<file path="src/sv/fault_code_led_blinker_assert.svh">
// ----------------------------------------------------------------------------
// fault code led blinker assertion macros
// concurrent assertion helpers, empty under synthesis
// ----------------------------------------------------------------------------
`ifndef FAULT_CODE_LED_BLINKER_ASSERT_SVH
`define FAULT_CODE_LED_BLINKER_ASSERT_SVH

`ifndef SYNTHESIS

// same-cycle implication
`define FCB_ASSERT_IMP(label, clk, rst, ante, cons) \
  label: assert property (@(posedge clk) disable iff (rst) (ante) |-> (cons)) \
    else $error("fcb assertion failed");

// next-cycle implication
`define FCB_ASSERT_NXT(label, clk, rst, ante, cons) \
  label: assert property (@(posedge clk) disable iff (rst) (ante) |=> (cons)) \
    else $error("fcb assertion failed");

`else

`define FCB_ASSERT_IMP(label, clk, rst, ante, cons)
`define FCB_ASSERT_NXT(label, clk, rst, ante, cons)

`endif

`endif

</file>
<file path="src/sv/fcb_pkg.sv">
// ----------------------------------------------------------------------------
// fcb_pkg
// shared types and constants of the fault code led blinker
// ----------------------------------------------------------------------------
package fcb_pkg;

  localparam int ON_W    = 16;
  localparam int OFF_W   = 16;
  localparam int PAUSE_W = 20;
  localparam int TICK_W  = 21;
  localparam int BLINK_W = 8;
  localparam int MODE_W  = 2;
  localparam int CFG_IDX_W  = 2;
  localparam int CFG_DATA_W = 20;

  localparam int BASE_TICKS  = 1500;
  localparam int PAUSE_SCALE = 5;

  localparam logic [ON_W-1:0]    ON_RESET    = ON_W'(BASE_TICKS);
  localparam logic [OFF_W-1:0]   OFF_RESET   = OFF_W'(BASE_TICKS);
  localparam logic [PAUSE_W-1:0] PAUSE_RESET = PAUSE_W'(BASE_TICKS * PAUSE_SCALE);

  localparam logic [TICK_W-1:0]  TICK_MAX  = '1;
  localparam logic [BLINK_W-1:0] BLINK_MAX = '1;

  localparam logic [MODE_W-1:0] MODE_BLINK = 2'd0;
  localparam logic [MODE_W-1:0] MODE_OFF_A = 2'd1;
  localparam logic [MODE_W-1:0] MODE_ON    = 2'd2;
  localparam logic [MODE_W-1:0] MODE_OFF_B = 2'd3;

  localparam logic [CFG_IDX_W-1:0] CFG_ON    = 2'd0;
  localparam logic [CFG_IDX_W-1:0] CFG_OFF   = 2'd1;
  localparam logic [CFG_IDX_W-1:0] CFG_PAUSE = 2'd2;

  typedef struct packed {
    logic [ON_W-1:0]    on_ticks;
    logic [OFF_W-1:0]   off_ticks;
    logic [PAUSE_W-1:0] pause_ticks;
  } fcb_cfg_t;

endpackage

</file>
<file path="src/sv/fcb_if.sv">
// ----------------------------------------------------------------------------
// fcb channel interfaces
// valid/ready channels for tick items and led results
// ----------------------------------------------------------------------------
interface fcb_item_if
  import fcb_pkg::*;
  ();
  logic              valid;
  logic              ready;
  logic [MODE_W-1:0] mode;
  logic [7:0]        fault_number;

  modport source (output valid, output mode, output fault_number, input ready);
  modport sink (input valid, input mode, input fault_number, output ready);
endinterface

interface fcb_result_if;
  logic valid;
  logic ready;
  logic red_led;
  logic power_led;

  modport source (output valid, output red_led, output power_led, input ready);
  modport sink (input valid, input red_led, input power_led, output ready);
endinterface

</file>
<file path="src/sv/fcb_step.sv">
// ----------------------------------------------------------------------------
// fcb_step
// blink state registers and the per-tick update of counters and red level
// ----------------------------------------------------------------------------
module fcb_step
  import fcb_pkg::*;
(
  input  logic               clk,
  input  logic               rst,
  input  logic               advance,
  input  logic [MODE_W-1:0]  mode,
  input  logic [BLINK_W-1:0] fault_number,
  input  fcb_cfg_t           cfg,
  output logic               red_next
);

  logic [TICK_W-1:0]  tick_count;
  logic [TICK_W-1:0]  tick_count_next;
  logic [BLINK_W-1:0] blink_count;
  logic [BLINK_W-1:0] blink_count_next;
  logic               red_state;
  logic [TICK_W-1:0]  tick_inc;

  always_comb begin
    tick_inc         = (tick_count == TICK_MAX) ? tick_count : tick_count + 1'b1;
    tick_count_next  = tick_count;
    blink_count_next = blink_count;
    red_next         = red_state;
    unique case (mode)
      MODE_BLINK: begin
        tick_count_next = tick_inc;
        if (red_state) begin
          if (tick_inc > TICK_W'(cfg.on_ticks)) begin
            tick_count_next = '0;
            if (blink_count != BLINK_MAX) begin
              blink_count_next = blink_count + 1'b1;
            end
            red_next = 1'b0;
          end
        end else if (blink_count < fault_number) begin
          if (tick_inc > TICK_W'(cfg.off_ticks)) begin
            tick_count_next = '0;
            red_next        = 1'b1;
          end
        end else begin
          if (tick_inc > TICK_W'(cfg.pause_ticks)) begin
            tick_count_next  = '0;
            blink_count_next = '0;
          end
        end
      end
      MODE_ON: begin
        red_next = 1'b1;
      end
      MODE_OFF_A, MODE_OFF_B: begin
        red_next = 1'b0;
      end
      default: begin
        red_next = 1'b0;
      end
    endcase
  end

  always_ff @(posedge clk) begin
    if (rst) begin
      tick_count  <= '0;
      blink_count <= '0;
      red_state   <= 1'b0;
    end else if (advance) begin
      tick_count  <= tick_count_next;
      blink_count <= blink_count_next;
      red_state   <= red_next;
    end
  end

endmodule

</file>
<file path="src/sv/fault_code_led_blinker.sv">
// ----------------------------------------------------------------------------
// fault_code_led_blinker
// result path: item register (input reg), then result register (result reg)
// throughput: one item per cycle while the result is taken, set by the combinational counter update
// the item register accepts while a finished result waits on the output only if it is empty
// reset: synchronous, clears counters, red level state and valids; config to defaults
// ----------------------------------------------------------------------------
`include "fault_code_led_blinker_assert.svh"

module fault_code_led_blinker
  import fcb_pkg::*;
(
  input  logic                  clk,
  input  logic                  rst,
  input  logic                  cfg_we,
  input  logic [CFG_IDX_W-1:0]  cfg_index,
  input  logic [CFG_DATA_W-1:0] cfg_wdata,
  fcb_item_if.sink              item,
  fcb_result_if.source          result
);

  fcb_cfg_t           cfg;
  logic               q_valid;
  logic [MODE_W-1:0]  q_mode;
  logic [BLINK_W-1:0] q_fault;
  logic               o_valid;
  logic               o_red;
  logic               advance;
  logic               red_next;

  // configuration registers
  always_ff @(posedge clk) begin
    if (rst) begin
      cfg.on_ticks    <= ON_RESET;
      cfg.off_ticks   <= OFF_RESET;
      cfg.pause_ticks <= PAUSE_RESET;
    end else if (cfg_we) begin
      unique case (cfg_index)
        CFG_ON:    cfg.on_ticks    <= cfg_wdata[ON_W-1:0];
        CFG_OFF:   cfg.off_ticks   <= cfg_wdata[OFF_W-1:0];
        CFG_PAUSE: cfg.pause_ticks <= cfg_wdata[PAUSE_W-1:0];
        default: begin
        end
      endcase
    end
  end

  assign advance    = q_valid && (!o_valid || result.ready);
  assign item.ready = !q_valid || advance;

  // item register
  always_ff @(posedge clk) begin
    if (rst) begin
      q_valid <= 1'b0;
    end else if (item.ready) begin
      q_valid <= item.valid;
    end
  end

  always_ff @(posedge clk) begin
    if (item.ready && item.valid) begin
      q_mode  <= item.mode;
      q_fault <= item.fault_number;
    end
  end

  fcb_step u_step (
    .clk          (clk),
    .rst          (rst),
    .advance      (advance),
    .mode         (q_mode),
    .fault_number (q_fault),
    .cfg          (cfg),
    .red_next     (red_next)
  );

  // result register
  always_ff @(posedge clk) begin
    if (rst) begin
      o_valid <= 1'b0;
    end else if (!o_valid || result.ready) begin
      o_valid <= q_valid;
    end
  end

  always_ff @(posedge clk) begin
    if (advance) begin
      o_red <= red_next;
    end
  end

  assign result.valid     = o_valid;
  assign result.red_led   = o_red;
  assign result.power_led = 1'b1;

  `FCB_ASSERT_NXT(a_force_on, clk, rst, advance && (q_mode == MODE_ON), result.red_led)
  `FCB_ASSERT_NXT(a_force_off, clk, rst, advance && ((q_mode == MODE_OFF_A) || (q_mode == MODE_OFF_B)), !result.red_led)
  `FCB_ASSERT_IMP(a_stall_full, clk, rst, !item.ready, q_valid && o_valid && !result.ready)
  `FCB_ASSERT_NXT(a_result_follows, clk, rst, advance, result.valid)

endmodule

</file>
<file path="src/flat_wrapper.sv">
// flat-port wrapper written by rule: the top's interface ports become plain ports
module fault_code_led_blinker_flat import fcb_pkg::*;
  (clk, rst, cfg_we, cfg_index, cfg_wdata, item_valid, item_mode, item_fault_number, item_ready, result_valid, result_red_led, result_power_led, result_ready);
  fcb_item_if item_i ();
  fcb_result_if result_i ();
  input  logic clk;
  input  logic rst;
  input  logic cfg_we;
  input  logic [CFG_IDX_W-1:0] cfg_index;
  input  logic [CFG_DATA_W-1:0] cfg_wdata;
  input wire logic [$bits(item_i.valid)-1:0] item_valid;
  input wire logic [$bits(item_i.mode)-1:0] item_mode;
  input wire logic [$bits(item_i.fault_number)-1:0] item_fault_number;
  output wire logic [$bits(item_i.ready)-1:0] item_ready;
  output wire logic [$bits(result_i.valid)-1:0] result_valid;
  output wire logic [$bits(result_i.red_led)-1:0] result_red_led;
  output wire logic [$bits(result_i.power_led)-1:0] result_power_led;
  input wire logic [$bits(result_i.ready)-1:0] result_ready;
  assign item_i.valid = item_valid;
  assign item_i.mode = item_mode;
  assign item_i.fault_number = item_fault_number;
  assign item_ready = item_i.ready;
  assign result_valid = result_i.valid;
  assign result_red_led = result_i.red_led;
  assign result_power_led = result_i.power_led;
  assign result_i.ready = result_ready;
  fault_code_led_blinker u_core (.clk(clk), .rst(rst), .cfg_we(cfg_we), .cfg_index(cfg_index), .cfg_wdata(cfg_wdata), .item(item_i), .result(result_i));
endmodule
</file>
<file path="config.mk">
export PLATFORM = sky130hd
export DESIGN_NAME = fault_code_led_blinker_flat
export DESIGN_NICKNAME = d
export VERILOG_FILES = /design/src/sv/fcb_pkg.sv /design/src/sv/fcb_if.sv /design/src/sv/fcb_step.sv /design/src/sv/fault_code_led_blinker.sv /design/src/flat_wrapper.sv
export VERILOG_INCLUDE_DIRS = /design/src /design/src/sv
export SDC_FILE = /design/constraint.sdc
export NUM_CORES = 1
export LEC_CHECK = 0
export BUFFER_PORTS_ARGS = -buffer_cell sky130_fd_sc_hd__buf_4
export CAP_MARGIN = 30
export CORE_MARGIN = 8
export CORE_UTILIZATION = 30
export DETAILED_ROUTE_END_ITERATION = 7
export SETUP_SLACK_MARGIN = 0.02
export SLEW_MARGIN = 20
export SYNTH_ARGS = -nofsm -noshare
export SYNTH_HDL_FRONTEND = slang
export SYNTH_SLANG_ARGS = --single-unit
</file>
<file path="constraint.sdc">
create_clock -name clk -period 6.9 [get_ports clk]
set_clock_uncertainty 0.05 [all_clocks]
set_input_delay 0.69 -clock clk [delete_from_list [all_inputs] [get_ports clk]]
set_output_delay 0.69 -clock clk [all_outputs]
set_load 0.01 [all_outputs]
</file>
==> impl_metrics.csv, run 1 <==
group,metric,value,unit
critical_path,crit_path_end_kind,"flop",
finish,drive_above_1_share,12.1,%
synthesis,yosysTopAreaCell,"dfxtp_1",
synthesis,ys_ff_latch,95,
synthesis,synthTopCellsByCount,"117 x nand2_1, 84 x dfxtp_1, 67 x a21oi_1, 64 x inv_1, 61 x ha_1",
synthesis,synth_xor_area_share,4.12,%
clock_network,cts_root_buffer,"clkbuf_16",
grt,track_usage,12.2,%
timing,setup_viol,0,
route,drc_errors,0,
floorplanning,rows,50,
min_path,min_from,"u_core.cfg[33]$_SDFFE_PP0P_",
critical_path,arrival,4850,ps
synthesis,synth_area_leaders,"dfxtp_1 29%, ha_1 13%, nand2_1 7.7%",
synthesis,synth_compound_area_share,19.0,%
critical_path,worstSetupPathType,"reg -> reg",
synthesis,synth_top_family_by_area,"simple AND/OR/NAND/NOR gates",
synthesis,synthArstFlopShare,0,%
floorplanning,core-area,18800,um^2
power_and_ir_drop,p_int,0.906,mW
route,dr.pass1.iters,4,
outcome,outcome,"finished clean",
synthesis,yosysUniqueCellTypes,64,
grt,grt_pass1_vias,4701,
clock_network,cts-htree-levels,3,
floorplanning,start_util,30.6,%
timing,finalCriticalPeriod,4700,ps
critical_path,r2r_start,"u_core.u_step.tick_count[12]$_SDFFE_PP0P_",
synthesis,muxShareOfSynthArea,0.588,%
timing,finalHoldViolCount,0,
route,initialDrtViolationCount,262,
critical_path,required,7050,ps
clock_network,clock-sinks,95,
finish,fin_util,34.9,%
power_and_ir_drop,p_seq_share,49.0,%
power_and_ir_drop,peakVddDrop,0.114,mV
synthesis,syn_avg_cell_area,8.30,um^2
synthesis,synth_nets,790,
power_and_ir_drop,power.switching,0.284,mW
synthesis,yosysMostFrequentCell,"nand2_1",
finish,fin_area,6550,um^2
critical_path,r2r_slack,2200,ps
power_and_ir_drop,power,1.19,mW
timing,finalSetupTns,0,ps
floorplanning,die_w,154,um
floorplanning,ios,41,
finish,fin_nets,814,
clock_network,cts_tree,"yes",
floorplanning,dieArea,23800,um^2
finish,final.fill_count,1966,
grt,grt_pass1_wl,23800,um
finish,areaGrowthSynthToFinish,14.1,%
placement,dp_hpwl,10800,um
clock_network,numCtsBuffers,9,
grt,antenna_found_initial,0,
critical_path,crit_path_start,"u_core.u_step.tick_count[12]$_SDFFE_PP0P_",
route,routedWlPerCell,15.0,um
synthesis,ys.flop_type,"dfxtp_1",
timing,fin_crit_sh,68.1,%
placement,finalWeightedCongestion,0.850,
power_and_ir_drop,combPwrFrac,8.5,%
clock_network,clk_pin_slew,60,ps
grt,overflow,0,
synthesis,ys_seq_area_share,35.0,%
route,routed_wl,14300,um
synthesis,synthSimpleGateAreaFrac,21.0,%
finish,multi_input_area,3350,um^2
power_and_ir_drop,power_density,182,nW/um^2
min_path,whs_path_depth,2,
clock_network,holdBufCountCts,0,
synthesis,synth_fa_ha_area_share,13.3,%
synthesis,synth.top_cell.area_share,29.3,%
timing,rsz0062_at_grt,"no",
floorplanning,die_height,154,um
critical_path,crit_fanout,15,
timing,drv_slew,0,
power_and_ir_drop,sw_frac_of_total,23.8,%
critical_path,rr_worst_depth,15,
critical_path,start_kind,"flop",
synthesis,synth_edf_count,11,
clock_network,clock_latency,350,ps
synthesis,netlist_area,5740,um^2
grt,grt_max_degree,55,
min_path,hold_path.class,"reg -> reg",
flow_run,maxCapViolCount,0,
route,vias_per_cell,5.09,
finish,n_antenna_cell,0,
synthesis,syn_inst,692,
synthesis,yosys_warnings,0,
power_and_ir_drop,clkPwrFrac,42.5,%
timing,tightestPinTransition,877,ps
route,num_vias,4859,
clock_network,clk_path_buf_depth,2,
timing,fmax,213,MHz
clock_network,cts_setup_buffers,0,
power_and_ir_drop,cellLeakagePower,2.64,nW
timing,worst_hold_slack,404,ps
placement,portBuffers,39,
timing,slew_headroom,41.5,%
clock_network,cts_resized,0,
finish,register_area,2010,um^2
route,ant_nets,0,
placement,postPlaceCellArea,6240,um^2
state kept, by name (all words and copies together) (netlist names):
signal	cells
u_core.u_step.red_state	1
u_core.u_step.blink_count	8
u_core.q_valid	1
u_core.u_step.tick_count	21
u_core.cfg	52
u_core.q_mode	2
u_core.result.valid	1
u_core.result.red_led	1
u_core.q_fault	8
per-stage QoR:
stage,setup WS (ps),instances
floorplan,2700,692
global placement,2340,937
detailed placement,2280,938
CTS,2260,954
global route,1880,955
finish,2200,955
final cells by class:
| cell class | count | area share (%) |
|---|---|---|
| inverter | 64 | 3.67 |
| timing repair buffer | 47 | 5.39 |
| clock buffer | 11 | 3.71 |
| tap | 234 | 4.47 |
| multi-input combinational | 499 | 51.2 |
| clock inverter | 5 | 0.860 |
| sequential | 95 | 30.7 |
worst max-delay path, stage by stage, from the launching register on:
cell and delay [ps]:
dfxtp_1 480, nand4_1 260, nor4_4 570, nand2_1 290, nand4_1 270, nor2_1 90, xor2_1 190, ha_1 340
nand4_1 170, a211oi_1 220, a211oi_1 100, a21oi_1 390, nor3_4 150, nor3_2 610, buf_4 290, a211oi_2 80
power by group through the flow:
stage                     logic, mW  registers (mW)  clock network, mW
after CTS                     0.101           0.583              0.519
final                         0.101           0.583              0.505
after global routing          0.115           0.585              0.539
after global placement       0.0995           0.595                  0
after detailed placement      0.101           0.596                  0
after floorplan              0.0613           0.594                  0
cells by family after synthesis:
family / after synthesis
AND/OR/NAND/NOR: 248
adder cells (fa/ha/maj): 61
AO/OA/AOI/OAI: 159
flip-flops: 95
other: 1
buffers and inverters: 98
XOR/XNOR: 27
multiplexers: 3
placed cells by master, fill, tap and decap left out, drive strengths merged, types with 6 or more instances in the layout:
cell,n
edfxtp,11
o21ai,14
xnor2,18
ha,61
inv,65
and3,6
nand3,22
dfxtp,84
o211ai,23
a21oi,67
o31ai,9
clkbuf,11
a32o,6
xor2,9
nor3,7
nor2,36
a211oi,14
buf,47
or4,7
nand2,117
nand4,20
per-layer routing:
metal | up-vias | routed length, um | track usage (%) | share of wire (%)
met5 | - | 0 | 0 | 0
met4 | 0 | 332 | 5.46 | 2.3
met3 | 21 | 398 | 1.70 | 2.8
met2 | 75 | 6500 | 19.6 | 46
met1 | 2264 | 7050 | 16.1 | 49
li1 | 2499 | - | - | -
worst paths after layout:
path,end
min reg2reg,u_core.cfg[33]$_SDFFE_PP0P_
max,u_core.u_step.tick_count[9]$_SDFFE_PP0P_
max reg2reg,u_core.u_step.tick_count[9]$_SDFFE_PP0P_
min,u_core.cfg[33]$_SDFFE_PP0P_
Power figures use the tool's default switching activity.
==> run 2, diff against run 1 <==
==> constraint.sdc (replaced) <==
create_clock -name clk -period 4.1 [get_ports clk]
set_clock_uncertainty 0.05 [all_clocks]
set_input_delay 0.41 -clock clk [delete_from_list [all_inputs] [get_ports clk]]
set_output_delay 0.41 -clock clk [all_outputs]
set_load 0.01 [all_outputs]
==> impl_metrics.csv, run 2 (synthesized netlist as in run 1, its figures left out) <==
group,metric,value,unit
finish,fin_nets,868,
route,routedWlPerCell,15.0,um
critical_path,worstSetupPathType,"reg -> reg",
route,ant_nets,0,
grt,track_usage,12.5,%
timing,finalSetupTns,0,ps
route,routed_wl,15200,um
placement,portBuffers,39,
timing,worst_hold_slack,183,ps
finish,fin_util,39.5,%
flow_run,maxCapViolCount,0,
finish,areaGrowthSynthToFinish,29.2,%
power_and_ir_drop,combPwrFrac,9.9,%
timing,fin_crit_sh,98.0,%
clock_network,cts_root_buffer,"clkbuf_16",
timing,finalCriticalPeriod,4020,ps
power_and_ir_drop,power_density,271,nW/um^2
outcome,outcome,"finished clean",
critical_path,r2r_slack,80,ps
power_and_ir_drop,peakVddDrop,0.251,mV
route,num_vias,5124,
grt,grt_pass1_wl,24400,um
critical_path,max_stage_delay,550,ps
finish,largest_register_ffs,52,
route,vias_per_cell,5.08,
floorplanning,dieArea,23800,um^2
timing,slew_headroom,37.1,%
route,dr.pass1.iters,4,
placement,finalWeightedCongestion,0.904,
clock_network,clk_path_buf_depth,2,
grt,antenna_found_initial,0,
floorplanning,die_height,154,um
finish,reg_top3,"u_core.cfg: 52 flops, u_core.u_step.tick_count: 21 flops",
timing,rsz0062_at_grt,"yes",
finish,final_cell_mix,"113 x nand2_1, 94 x buf_4, 81 x dfxtp_1",
critical_path,crit_path_start,"u_core.u_step.tick_count[0]$_SDFFE_PP0P_",
placement,dp_cells,977,
critical_path,cp_num_buf_inv,2,
power_and_ir_drop,p_seq_share,48.9,%
critical_path,crit_path_end_kind,"flop",
clock_network,clock-sinks,95,
critical_path,required,4320,ps
critical_path,critPathTopFamily,"compound AO/OA/AOI/OAI gates",
power_and_ir_drop,cellLeakagePower,3.05,nW
finish,drive_above_1_share,25.8,%
finish,final_common_cell,"nand2_1",
critical_path,start_kind,"flop",
finish,final-instance-count-excl-fill,1009,
clock_network,cts-htree-levels,3,
route,drc_errors,0,
critical_path,cp_cell_sequence,"ha_4 > nand4_1 > nor4_4 > a2111o_1 > o41a_1 > a21o_4 > ha_4 > a21oi_4 > a21boi_2 > o21ai_2 > nand4_1 > a2111oi_4 > nor3_2 > buf_4 > buf_4 > a211oi_2",
timing,drv_slew,0,
finish,top_register,"u_core.cfg",
placement,dp_hpwl,11100,um
timing,tightestPinTransition,942,ps
power_and_ir_drop,power.switching,0.483,mW
clock_network,clk_pin_slew,70,ps
min_path,hold_path.class,"in -> reg",
floorplanning,start_util,30.6,%
min_path,min_from,"item_mode[1]",
clock_network,clock_latency,350,ps
floorplanning,core-area,18800,um^2
power_and_ir_drop,clkPwrFrac,41.2,%
timing,fmax,249,MHz
critical_path,crit_fanout,6,
route,initialDrtViolationCount,298,
grt,overflow,0,
timing,finalHoldViolCount,0,
clock_network,numCtsBuffers,9,
floorplanning,die_w,154,um
critical_path,slowest_stage,"a2111o_1",
floorplanning,rows,50,
grt,grt_pass1_vias,4914,
clock_network,cts_tree,"yes",
timing,setup_viol,0,
critical_path,r2r_start,"u_core.u_step.tick_count[0]$_SDFFE_PP0P_",
power_and_ir_drop,p_int,1.53,mW
grt,grt_max_degree,55,
power_and_ir_drop,sw_frac_of_total,24.0,%
floorplanning,ios,41,
finish,n_antenna_cell,0,
finish,final.fill_count,1907,
critical_path,arrival,4240,ps
==> run 2: changes by cell type in the layout (fill, tap and decap cells not counted), sizes merged <==
cell	delta
buf	+54
clkinvlp	-2
clkbuf	+1
clkinv	+1
==> run 2: cell type report <==
class	count	area [um^2]	share of cell area, %
multi-input cells	499	3810	51.3
flip-flops and latches	95	2020	27.2
repair buffers	101	777	10.5
well taps	234	293	3.95
inverters	64	240	3.24
clock buffers	12	236	3.19
clock inverters	4	46.3	0.624
==> run 2: layer usage <==
metal / routed length, um / share of wire [%] / up-vias / track usage (%)
met5: 0 / 0 / - / 0
met4: 330 / 2.2 / 0 / 5.51
met2: 7020 / 46 / 79 / 20.2
met1: 7280 / 48 / 2413 / 16.4
li1: - / - / 2615 / -
met3: 525 / 3.5 / 17 / 1.84
==> run 2: path summary, 6_finish.rpt <==
check                                                                 to  cells past startpoint
worst max-delay path            u_core.u_step.tick_count[8]$_SDFFE_PP0P_                     16
worst min-delay path                          u_core.q_mode[1]$_DFFE_PP_                      1
worst min register to register               u_core.cfg[35]$_SDFFE_PP0P_                      2
worst max register to register  u_core.u_step.tick_count[8]$_SDFFE_PP0P_                     16
==> run 2: stage by stage <==
| stage | area (um^2) | setup slack (ps) | power, mW |
|---|---|---|---|
| after detailed placement | 6530 | -76.1 | 1.18 |
| final | 7420 | 81.9 | 2.01 |
| after CTS | 6840 | 18.7 | 2.01 |
| after floorplan | 5740 | 90.9 | 1.10 |
| after global routing | 7420 | -117 | 2.09 |
| after global placement | 6530 | -13.1 | 1.17 |
==> run 2: repair_timing <==
action | 4_1_cts | 5_1_grt
hold buffers | 0 | 0
endpoints found under the setup margin | 12 | 31
pin swaps | 1 | 50
buffers inserted | 2 | 14
gates resized for setup | 2 | 88
cloned | 0 | 1
endpoints found under the hold margin | 0 | 0
==> run 2: power groups by stage <==
stage	logic, mW	clock network [mW]	registers [mW]
2_1_floorplan	0.103	0	0.999
3_3_place_gp	0.171	0	1.00
3_5_place_dp	0.173	0	1.00
4_1_cts	0.175	0.849	0.982
5_1_grt	0.220	0.883	0.985
6_report	0.199	0.827	0.983
